### config.mk
export PLATFORM = sky130hd
export DESIGN_NAME = websocket_frame_deframer
export DESIGN_NICKNAME = d
export VERILOG_FILES = /design/src/sv/wsd_pkg.sv /design/src/sv/wsd_parse.sv /design/src/sv/wsd_obuf.sv /design/src/sv/websocket_frame_deframer.sv
export SDC_FILE = /design/constraint.sdc
export NUM_CORES = 1
export LEC_CHECK = 0
export ABC_AREA = 1
export BUFFER_PORTS_ARGS = -buffer_cell sky130_fd_sc_hd__buf_2
export CORE_MARGIN = 10
export CORE_UTILIZATION = 40
export DETAILED_ROUTE_END_ITERATION = 10
export PLACE_DENSITY = 0.65
export SLEW_MARGIN = 20
export SYNTH_ARGS = -nofsm -noshare
export SYNTH_HDL_FRONTEND = slang
export SYNTH_SLANG_ARGS = --single-unit
### constraint.sdc
create_clock -name clk -period 10.3 [get_ports clk]
set_clock_uncertainty 0.15 [all_clocks]
set_input_delay 2.06 -clock clk [delete_from_list [all_inputs] [get_ports clk]]
set_output_delay 2.06 -clock clk [all_outputs]
set_load 0.01 [all_outputs]
### src/sv/wsd_pkg.sv
`timescale 1ns / 1ps
`default_nettype none

package wsd_pkg;

    localparam int LEN_W = 63;

    // 7-bit length codes that announce an extended length field
    localparam logic [6:0] LEN7_EXT16 = 7'd126;
    localparam logic [6:0] LEN7_EXT64 = 7'd127;

    localparam logic [3:0] EXT16_BYTES = 4'd2;
    localparam logic [3:0] EXT64_BYTES = 4'd8;
    localparam logic [3:0] KEY_BYTES   = 4'd4;

    typedef struct packed {
        logic             is_header;
        logic             fin;
        logic [2:0]       rsv;
        logic [3:0]       opcode;
        logic             masked;
        logic [LEN_W-1:0] length;
        logic [7:0]       payload;
        logic             last;
    } result_t;

endpackage

`default_nettype wire

### src/sv/wsd_parse.sv
`timescale 1ns / 1ps
`default_nettype none

module wsd_parse (
    input  wire logic             clk,
    input  wire logic             rst_n,
    input  wire logic             accept,
    input  wire logic [7:0]       rx_byte,
    output logic                  res_valid,
    output wsd_pkg::result_t      res
);

    localparam logic [2:0] PH_HDR0    = 3'd0;
    localparam logic [2:0] PH_HDR1    = 3'd1;
    localparam logic [2:0] PH_EXTLEN  = 3'd2;
    localparam logic [2:0] PH_MASKKEY = 3'd3;
    localparam logic [2:0] PH_PAYLOAD = 3'd4;

    localparam int LW = wsd_pkg::LEN_W;

    logic [2:0]    phase_reg, phase_next;
    logic [3:0]    count_reg, count_next;
    logic          ext_long_reg, ext_long_next;
    logic          fin_reg, fin_next;
    logic [2:0]    rsv_reg, rsv_next;
    logic [3:0]    opcode_reg, opcode_next;
    logic [3:0]    prior_reg, prior_next;
    logic          masked_reg, masked_next;
    logic [LW-1:0] length_reg, length_next;
    logic [31:0]   key_reg, key_next;
    logic [LW-1:0] done_reg, done_next;

    logic [3:0]    count_inc;
    logic [LW-1:0] done_inc;
    logic [6:0]    len7;
    logic [7:0]    key_byte;
    logic          do_finish;
    logic          pay_word;
    logic          pay_last;

    assign count_inc = count_reg + 4'd1;
    assign done_inc  = done_reg + {{(LW-1){1'b0}}, 1'b1};
    assign len7      = rx_byte[6:0];

    always_comb
    begin
        case (done_reg[1:0])
            2'd0:    key_byte = key_reg[31:24];
            2'd1:    key_byte = key_reg[23:16];
            2'd2:    key_byte = key_reg[15:8];
            default: key_byte = key_reg[7:0];
        endcase
    end

    always_comb
    begin
        phase_next    = phase_reg;
        count_next    = count_reg;
        ext_long_next = ext_long_reg;
        fin_next      = fin_reg;
        rsv_next      = rsv_reg;
        opcode_next   = opcode_reg;
        prior_next    = prior_reg;
        masked_next   = masked_reg;
        length_next   = length_reg;
        key_next      = key_reg;
        done_next     = done_reg;
        do_finish     = 1'b0;
        pay_word      = 1'b0;
        pay_last      = 1'b0;

        unique case (phase_reg)
            PH_HDR0:
            begin
                fin_next = rx_byte[7];
                rsv_next = rx_byte[6:4];
                if (rx_byte[3:0] != 4'd0)
                begin
                    opcode_next = rx_byte[3:0];
                    prior_next  = rx_byte[3:0];
                end
                else
                begin
                    // continuation reports the last nonzero opcode
                    opcode_next = prior_reg;
                end
                phase_next = PH_HDR1;
            end
            PH_HDR1:
            begin
                masked_next = rx_byte[7];
                count_next  = 4'd0;
                if (len7 == wsd_pkg::LEN7_EXT16 || len7 == wsd_pkg::LEN7_EXT64)
                begin
                    ext_long_next = (len7 == wsd_pkg::LEN7_EXT64);
                    length_next   = '0;
                    phase_next    = PH_EXTLEN;
                end
                else
                begin
                    length_next = {{(LW-7){1'b0}}, len7};
                    if (rx_byte[7])
                        phase_next = PH_MASKKEY;
                    else
                        do_finish = 1'b1;
                end
            end
            PH_EXTLEN:
            begin
                // big-endian shift; the top bit of a 64-bit length falls off
                length_next = {length_reg[LW-9:0], rx_byte};
                count_next  = count_inc;
                if (count_inc >= (ext_long_reg ? wsd_pkg::EXT64_BYTES
                                               : wsd_pkg::EXT16_BYTES))
                begin
                    count_next = 4'd0;
                    if (masked_reg)
                        phase_next = PH_MASKKEY;
                    else
                        do_finish = 1'b1;
                end
            end
            PH_MASKKEY:
            begin
                key_next   = {key_reg[23:0], rx_byte};
                count_next = count_inc;
                if (count_inc >= wsd_pkg::KEY_BYTES)
                begin
                    count_next = 4'd0;
                    do_finish  = 1'b1;
                end
            end
            PH_PAYLOAD:
            begin
                pay_word  = 1'b1;
                done_next = done_inc;
                pay_last  = (done_inc >= length_reg);
                if (pay_last)
                    phase_next = PH_HDR0;
            end
            default:
            begin
                phase_next = PH_HDR0;
            end
        endcase

        if (do_finish)
        begin
            done_next  = '0;
            phase_next = (length_next == '0) ? PH_HDR0 : PH_PAYLOAD;
        end
    end

    assign res_valid = accept & (do_finish | pay_word);

    always_comb
    begin
        res.is_header = do_finish;
        res.fin       = fin_next;
        res.rsv       = rsv_next;
        res.opcode    = opcode_next;
        res.masked    = masked_next;
        res.length    = length_next;
        res.payload   = do_finish ? 8'd0 : (rx_byte ^ (masked_reg ? key_byte : 8'd0));
        res.last      = do_finish ? (length_next == '0) : pay_last;
    end

    always_ff @(posedge clk or negedge rst_n)
    begin
        if (!rst_n)
        begin
            phase_reg    <= PH_HDR0;
            count_reg    <= 4'd0;
            ext_long_reg <= 1'b0;
            fin_reg      <= 1'b0;
            rsv_reg      <= 3'd0;
            opcode_reg   <= 4'd0;
            prior_reg    <= 4'd0;
            masked_reg   <= 1'b0;
            length_reg   <= '0;
            key_reg      <= 32'd0;
            done_reg     <= '0;
        end
        else if (accept)
        begin
            phase_reg    <= phase_next;
            count_reg    <= count_next;
            ext_long_reg <= ext_long_next;
            fin_reg      <= fin_next;
            rsv_reg      <= rsv_next;
            opcode_reg   <= opcode_next;
            prior_reg    <= prior_next;
            masked_reg   <= masked_next;
            length_reg   <= length_next;
            key_reg      <= key_next;
            done_reg     <= done_next;
        end
    end

endmodule

`default_nettype wire

### src/sv/wsd_obuf.sv
`timescale 1ns / 1ps
`default_nettype none

// Output register plus one skid entry; input side stalls only when the skid is full.
module wsd_obuf (
    input  wire logic              clk,
    input  wire logic              rst_n,
    input  wire logic              new_valid,
    input  wire wsd_pkg::result_t  new_res,
    input  wire logic              out_stall,
    output logic                   full,
    output logic                   out_valid,
    output wsd_pkg::result_t       out_res
);

    logic             out_valid_reg;
    wsd_pkg::result_t out_res_reg;
    logic             skid_valid_reg;
    wsd_pkg::result_t skid_res_reg;
    logic             out_free;

    assign out_free  = ~out_valid_reg | ~out_stall;
    assign full      = skid_valid_reg;
    assign out_valid = out_valid_reg;
    assign out_res   = out_res_reg;

    always_ff @(posedge clk or negedge rst_n)
    begin
        if (!rst_n)
        begin
            out_valid_reg  <= 1'b0;
            skid_valid_reg <= 1'b0;
        end
        else if (out_free)
        begin
            out_valid_reg  <= skid_valid_reg | new_valid;
            skid_valid_reg <= 1'b0;
        end
        else if (new_valid)
        begin
            skid_valid_reg <= 1'b1;
        end
    end

    always_ff @(posedge clk)
    begin
        if (out_free)
        begin
            out_res_reg <= skid_valid_reg ? skid_res_reg : new_res;
        end
        else if (new_valid)
        begin
            skid_res_reg <= new_res;
        end
    end

endmodule

`default_nettype wire

### src/sv/websocket_frame_deframer.sv
// WebSocket frame deframer.
// Input channel: in_valid / in_stall carry one received byte (rx_byte) per word.
// Output channel: out_valid / out_stall carry one result word: a header summary
// when the last header byte arrives (is_header = 1), then one unmasked payload
// byte per payload input byte. The final word of a frame has last = 1; for a
// zero-length frame that is the header word itself.
// Header bytes other than the last produce no output word.
// Throughput: one byte per cycle while in_stall is low.
// Each result is registered in the output register, or in the skid entry.
// The parser state lives in the parse unit; results pass through an output
// register with one skid entry, so a byte is still taken in the cycle the
// output first stalls. in_stall rises only once the skid entry is occupied,
// i.e. after the receiver has stalled with two words pending.
// Reset (rst_n low, asynchronous) returns the parser to the first header byte,
// clears the remembered opcode and empties the output register and skid entry.
`timescale 1ns / 1ps
`default_nettype none

module websocket_frame_deframer (
    input  wire logic                        clk,
    input  wire logic                        rst_n,
    input  wire logic                        in_valid,
    output logic                             in_stall,
    input  wire logic [7:0]                  rx_byte,
    output logic                             out_valid,
    input  wire logic                        out_stall,
    output logic                             is_header,
    output logic                             fin_flag,
    output logic [2:0]                       reserved_bits,
    output logic [3:0]                       frame_opcode,
    output logic                             masked_flag,
    output logic [wsd_pkg::LEN_W-1:0]        frame_length,
    output logic [7:0]                       payload_byte,
    output logic                             last
);

    logic             accept;
    logic             res_valid;
    wsd_pkg::result_t res;
    wsd_pkg::result_t out_res;
    logic             buf_full;

    assign in_stall = buf_full;
    assign accept   = in_valid & ~buf_full;

    wsd_parse u_parse (
        .clk       (clk),
        .rst_n     (rst_n),
        .accept    (accept),
        .rx_byte   (rx_byte),
        .res_valid (res_valid),
        .res       (res)
    );

    wsd_obuf u_obuf (
        .clk       (clk),
        .rst_n     (rst_n),
        .new_valid (res_valid),
        .new_res   (res),
        .out_stall (out_stall),
        .full      (buf_full),
        .out_valid (out_valid),
        .out_res   (out_res)
    );

    assign is_header     = out_res.is_header;
    assign fin_flag      = out_res.fin;
    assign reserved_bits = out_res.rsv;
    assign frame_opcode  = out_res.opcode;
    assign masked_flag   = out_res.masked;
    assign frame_length  = out_res.length;
    assign payload_byte  = out_res.payload;
    assign last          = out_res.last;

endmodule

`default_nettype wire

==> impl_metrics.tcl <==
set metrics [dict create \
    start_kind "primary input" \
    syn_avg_cell_area_sq_um 8.66 \
    syn_nets 2148 \
    drcViolationCount 0 \
    drive_gt1_frac 0.0926 \
    power.internal_mw 3.51 \
    avgRoutedWirePerCell_um 17.4 \
    via_per_inst 5.18 \
    cts.htree.levels 2 \
    arrival_ns 4.90 \
    post-route-period-util 0.474 \
    seqPwrFrac 0.365 \
    p_per_area_mw_per_mm2 291 \
    synth_compound_area_frac 0.0981 \
    grt_max_degree 117 \
    io_pins 96 \
    synth-xor-area-share 0.0294 \
    gp_congestion 0.918 \
    async_reset_ff_frac 0.525 \
    hold_viol 0 \
    seq_area_sq_mm 0.00945 \
    first_pass_iters 5 \
    cts_hold_buffers 0 \
    dieHeight_um 231 \
    grt_first_pass_wirelength_mm 76.7 \
    clkPwrFrac 0.242 \
    antenna_found_initial 0 \
    min_path_type "reg2reg" \
    maxSlewHeadroom 0.295 \
    nNetsFinal 2226 \
    grt_pass1_vias 13800 \
    num_vias 14300 \
    synthToLayoutAreaGrowth_pct 12.7 \
    swShare 0.402 \
    cts_resized 0 \
    clk_pin_slew_ns 0.06 \
    ys_types 47 \
    die_x_um 231 \
    tightest_slew_ns 1.06 \
    ir_drop_v 0.000175 \
    status "complete, no violations" \
    synth_edf_count 164 \
    rsz0062_at_grt "false" \
    multiInputGateArea_sq_mm 0.00710 \
    path_class "in2reg" \
    numCtsBuffers 37 \
    clock.fmax_mhz 205 \
    synth_top_cell_by_area "edfxtp_1" \
    synthAdderAreaFrac 0.0490 \
    setup_tns_ns 0 \
    synthTopCellsByArea "edfxtp_1 28%, dfrtp_1 25%, nand2_1 13%" \
    diodes 0 \
    insertion_delay_ns 0.54 \
    wirelength_mm 48.1 \
    synth_top_family_by_area "simple AND/OR/NAND/NOR gates" \
    fp.dieArea_sq_mm 0.0536 \
    synthFlopType "dfrtp_1" \
    synth_sequential_area_ratio 0.529 \
    synth.top_cell.area_share 0.275 \
    post_cts_buffers 0 \
    postSynthCellCount 2066 \
    start_util 0.404 \
    leakagePower_nw 9.61 \
    hpwl_mm 35.0 \
    crit_required_ns 10.31 \
    clockRootBuffer "clkbuf_16" \
    p_sw_mw 2.36 \
    p_comb_frac 0.393 \
    setup_viol 0 \
    cap_violations 0 \
    yosys.area_share.simple 0.218 \
    core_area_sq_mm 0.0442 \
    critPathCaptureType "flip-flop" \
    rows 77 \
    io_buffer_count 95 \
    synth_warnings 0 \
    cts_tree "yes" \
    critPathMaxFanout 53 \
    synth_mux_area_frac 0.00126 \
    drt_iter0_drc 1314 \
    clockBufferDepth 3 \
    grt_usage 0.177 \
    mappedNetlistArea_sq_mm 0.0179 \
    drv_slew 0 \
    ys_ff_latch 345 \
    grt_remaining_overflow 0 \
    worst_slack_ns 5.41 \
    final_antenna_net_count 0 \
    period_minus_slack_ns 4.89 \
    fillerInstances 4182 \
    post-place-ws_ns 4.85 \
    clock-sinks 345 \
]
==> Yosys cell counts (5+ instances only) <==
master and instances:
a21o_1 5, a21oi_1 47, a22oi_1 8, a31oi_1 44, and2_1 5, buf_2 7, buf_6 9, clkbuf_1 46
dfrtp_1 181, edfxtp_1 164, ha_1 70, inv_1 263, inv_2 7, nand2_1 603, nand3_1 42, nand4_1 40
nor2_1 182, nor3_1 33, nor4_1 7, o211ai_1 8, o21ai_0 143, o21ai_1 9, o221ai_1 8, o22ai_1 29
xor2_1 58
==> cell type report <==
cell class	instances	share of cell area
well taps	592	0.0368
multi-input cells	1382	0.352
clock buffers	48	0.0500
repair buffers	106	0.0280
clock inverters	18	0.0132
inverters	272	0.0507
flip-flops and latches	345	0.469
==> metrics by stage <==
stage	utilization	area, sq um	hold WS, ns	std cells	power (mW)
3_3_place_gp	0.427	18900	0.318	2697	4.39
6_report	0.456	20200	0.335	2763	5.87
2_1_floorplan	-	17900	0.303	2066	3.71
5_1_grt	0.456	20200	0.353	2763	6.30
4_1_cts	0.456	20200	0.340	2763	5.88
3_5_place_dp	0.427	18900	0.325	2697	4.45
==> worst max-delay path, cell delays in order <==
cell and delay [ns]:
buf_2 0.12, inv_1 0.10, nor2_1 0.09, nand2_1 0.08, nand3_1 0.07, nand2_1 0.08
inv_1 0.04, nand2_1 0.42, o21ai_1 0.11, buf_4 0.24, nor2_4 0.71, buf_4 0.73
==> cell usage in the layout, fill, tap and decap left out, types with 7 or more instances in the layout <==
cell type and n:
buf_2 94, o221ai_1 8, inv_1 262, o211ai_1 8, bufinv_16 7, o22ai_1 29, a22oi_1 8, o21ai_1 9
nor4_1 7, nand2_1 602, nor2_1 181, xor2_1 58, clkbuf_16 37, nor3_1 33, ha_1 70, edfxtp_1 164
nand4_1 40, buf_4 11, o21ai_0 143, a31oi_1 44, dfrtp_1 181, a21oi_1 47, inv_2 8, clkbuf_1 7
nand3_1 42
==> metal layers <==
layer	up-vias	global-route usage	wire length (um)
li1	6944	-	-
met1	6848	0.259	22800
met2	440	0.269	21400
met3	68	0.0259	2980
met4	0	0.0487	1010
met5	-	0	0
==> kinds of logic after synthesis <==
family	Yosys count
AO/OA/AOI/OAI	308
XOR/XNOR	60
adder cells (fa/ha/maj)	70
buffers and inverters	339
flip-flops	345
multiplexers	2
AND/OR/NAND/NOR	942
==> power groups by stage <==
| stage | combinational [mW] | sequential, mW | clock, mW |
|---|---|---|---|
| after detailed placement | 2.29 | 2.16 | 0 |
| after floorplan | 1.54 | 2.17 | 0 |
| final | 2.31 | 2.14 | 1.42 |
| after global placement | 2.24 | 2.15 | 0 |
| after CTS | 2.30 | 2.14 | 1.44 |
| after global routing | 2.61 | 2.18 | 1.51 |
==> worst paths after layout <==
kind                            cells past startpoint  slack (ns)                 endpoint                 from
worst max-delay path                               12        5.41  u_obuf.skid_res_reg[71]           rx_byte[3]
worst min-delay path                                2        0.33      u_parse.key_reg[20]  u_parse.key_reg[20]
worst max register to register                     17        5.51     u_parse.phase_reg[0]  u_parse.done_reg[0]
worst min register to register                      2        0.33      u_parse.key_reg[20]  u_parse.key_reg[20]
max in group asynchronous                           2        7.20   u_parse.length_reg[62]                rst_n
min in group asynchronous                           1        1.38     u_parse.prior_reg[3]                rst_n
(Power assumes the default switching activity.)
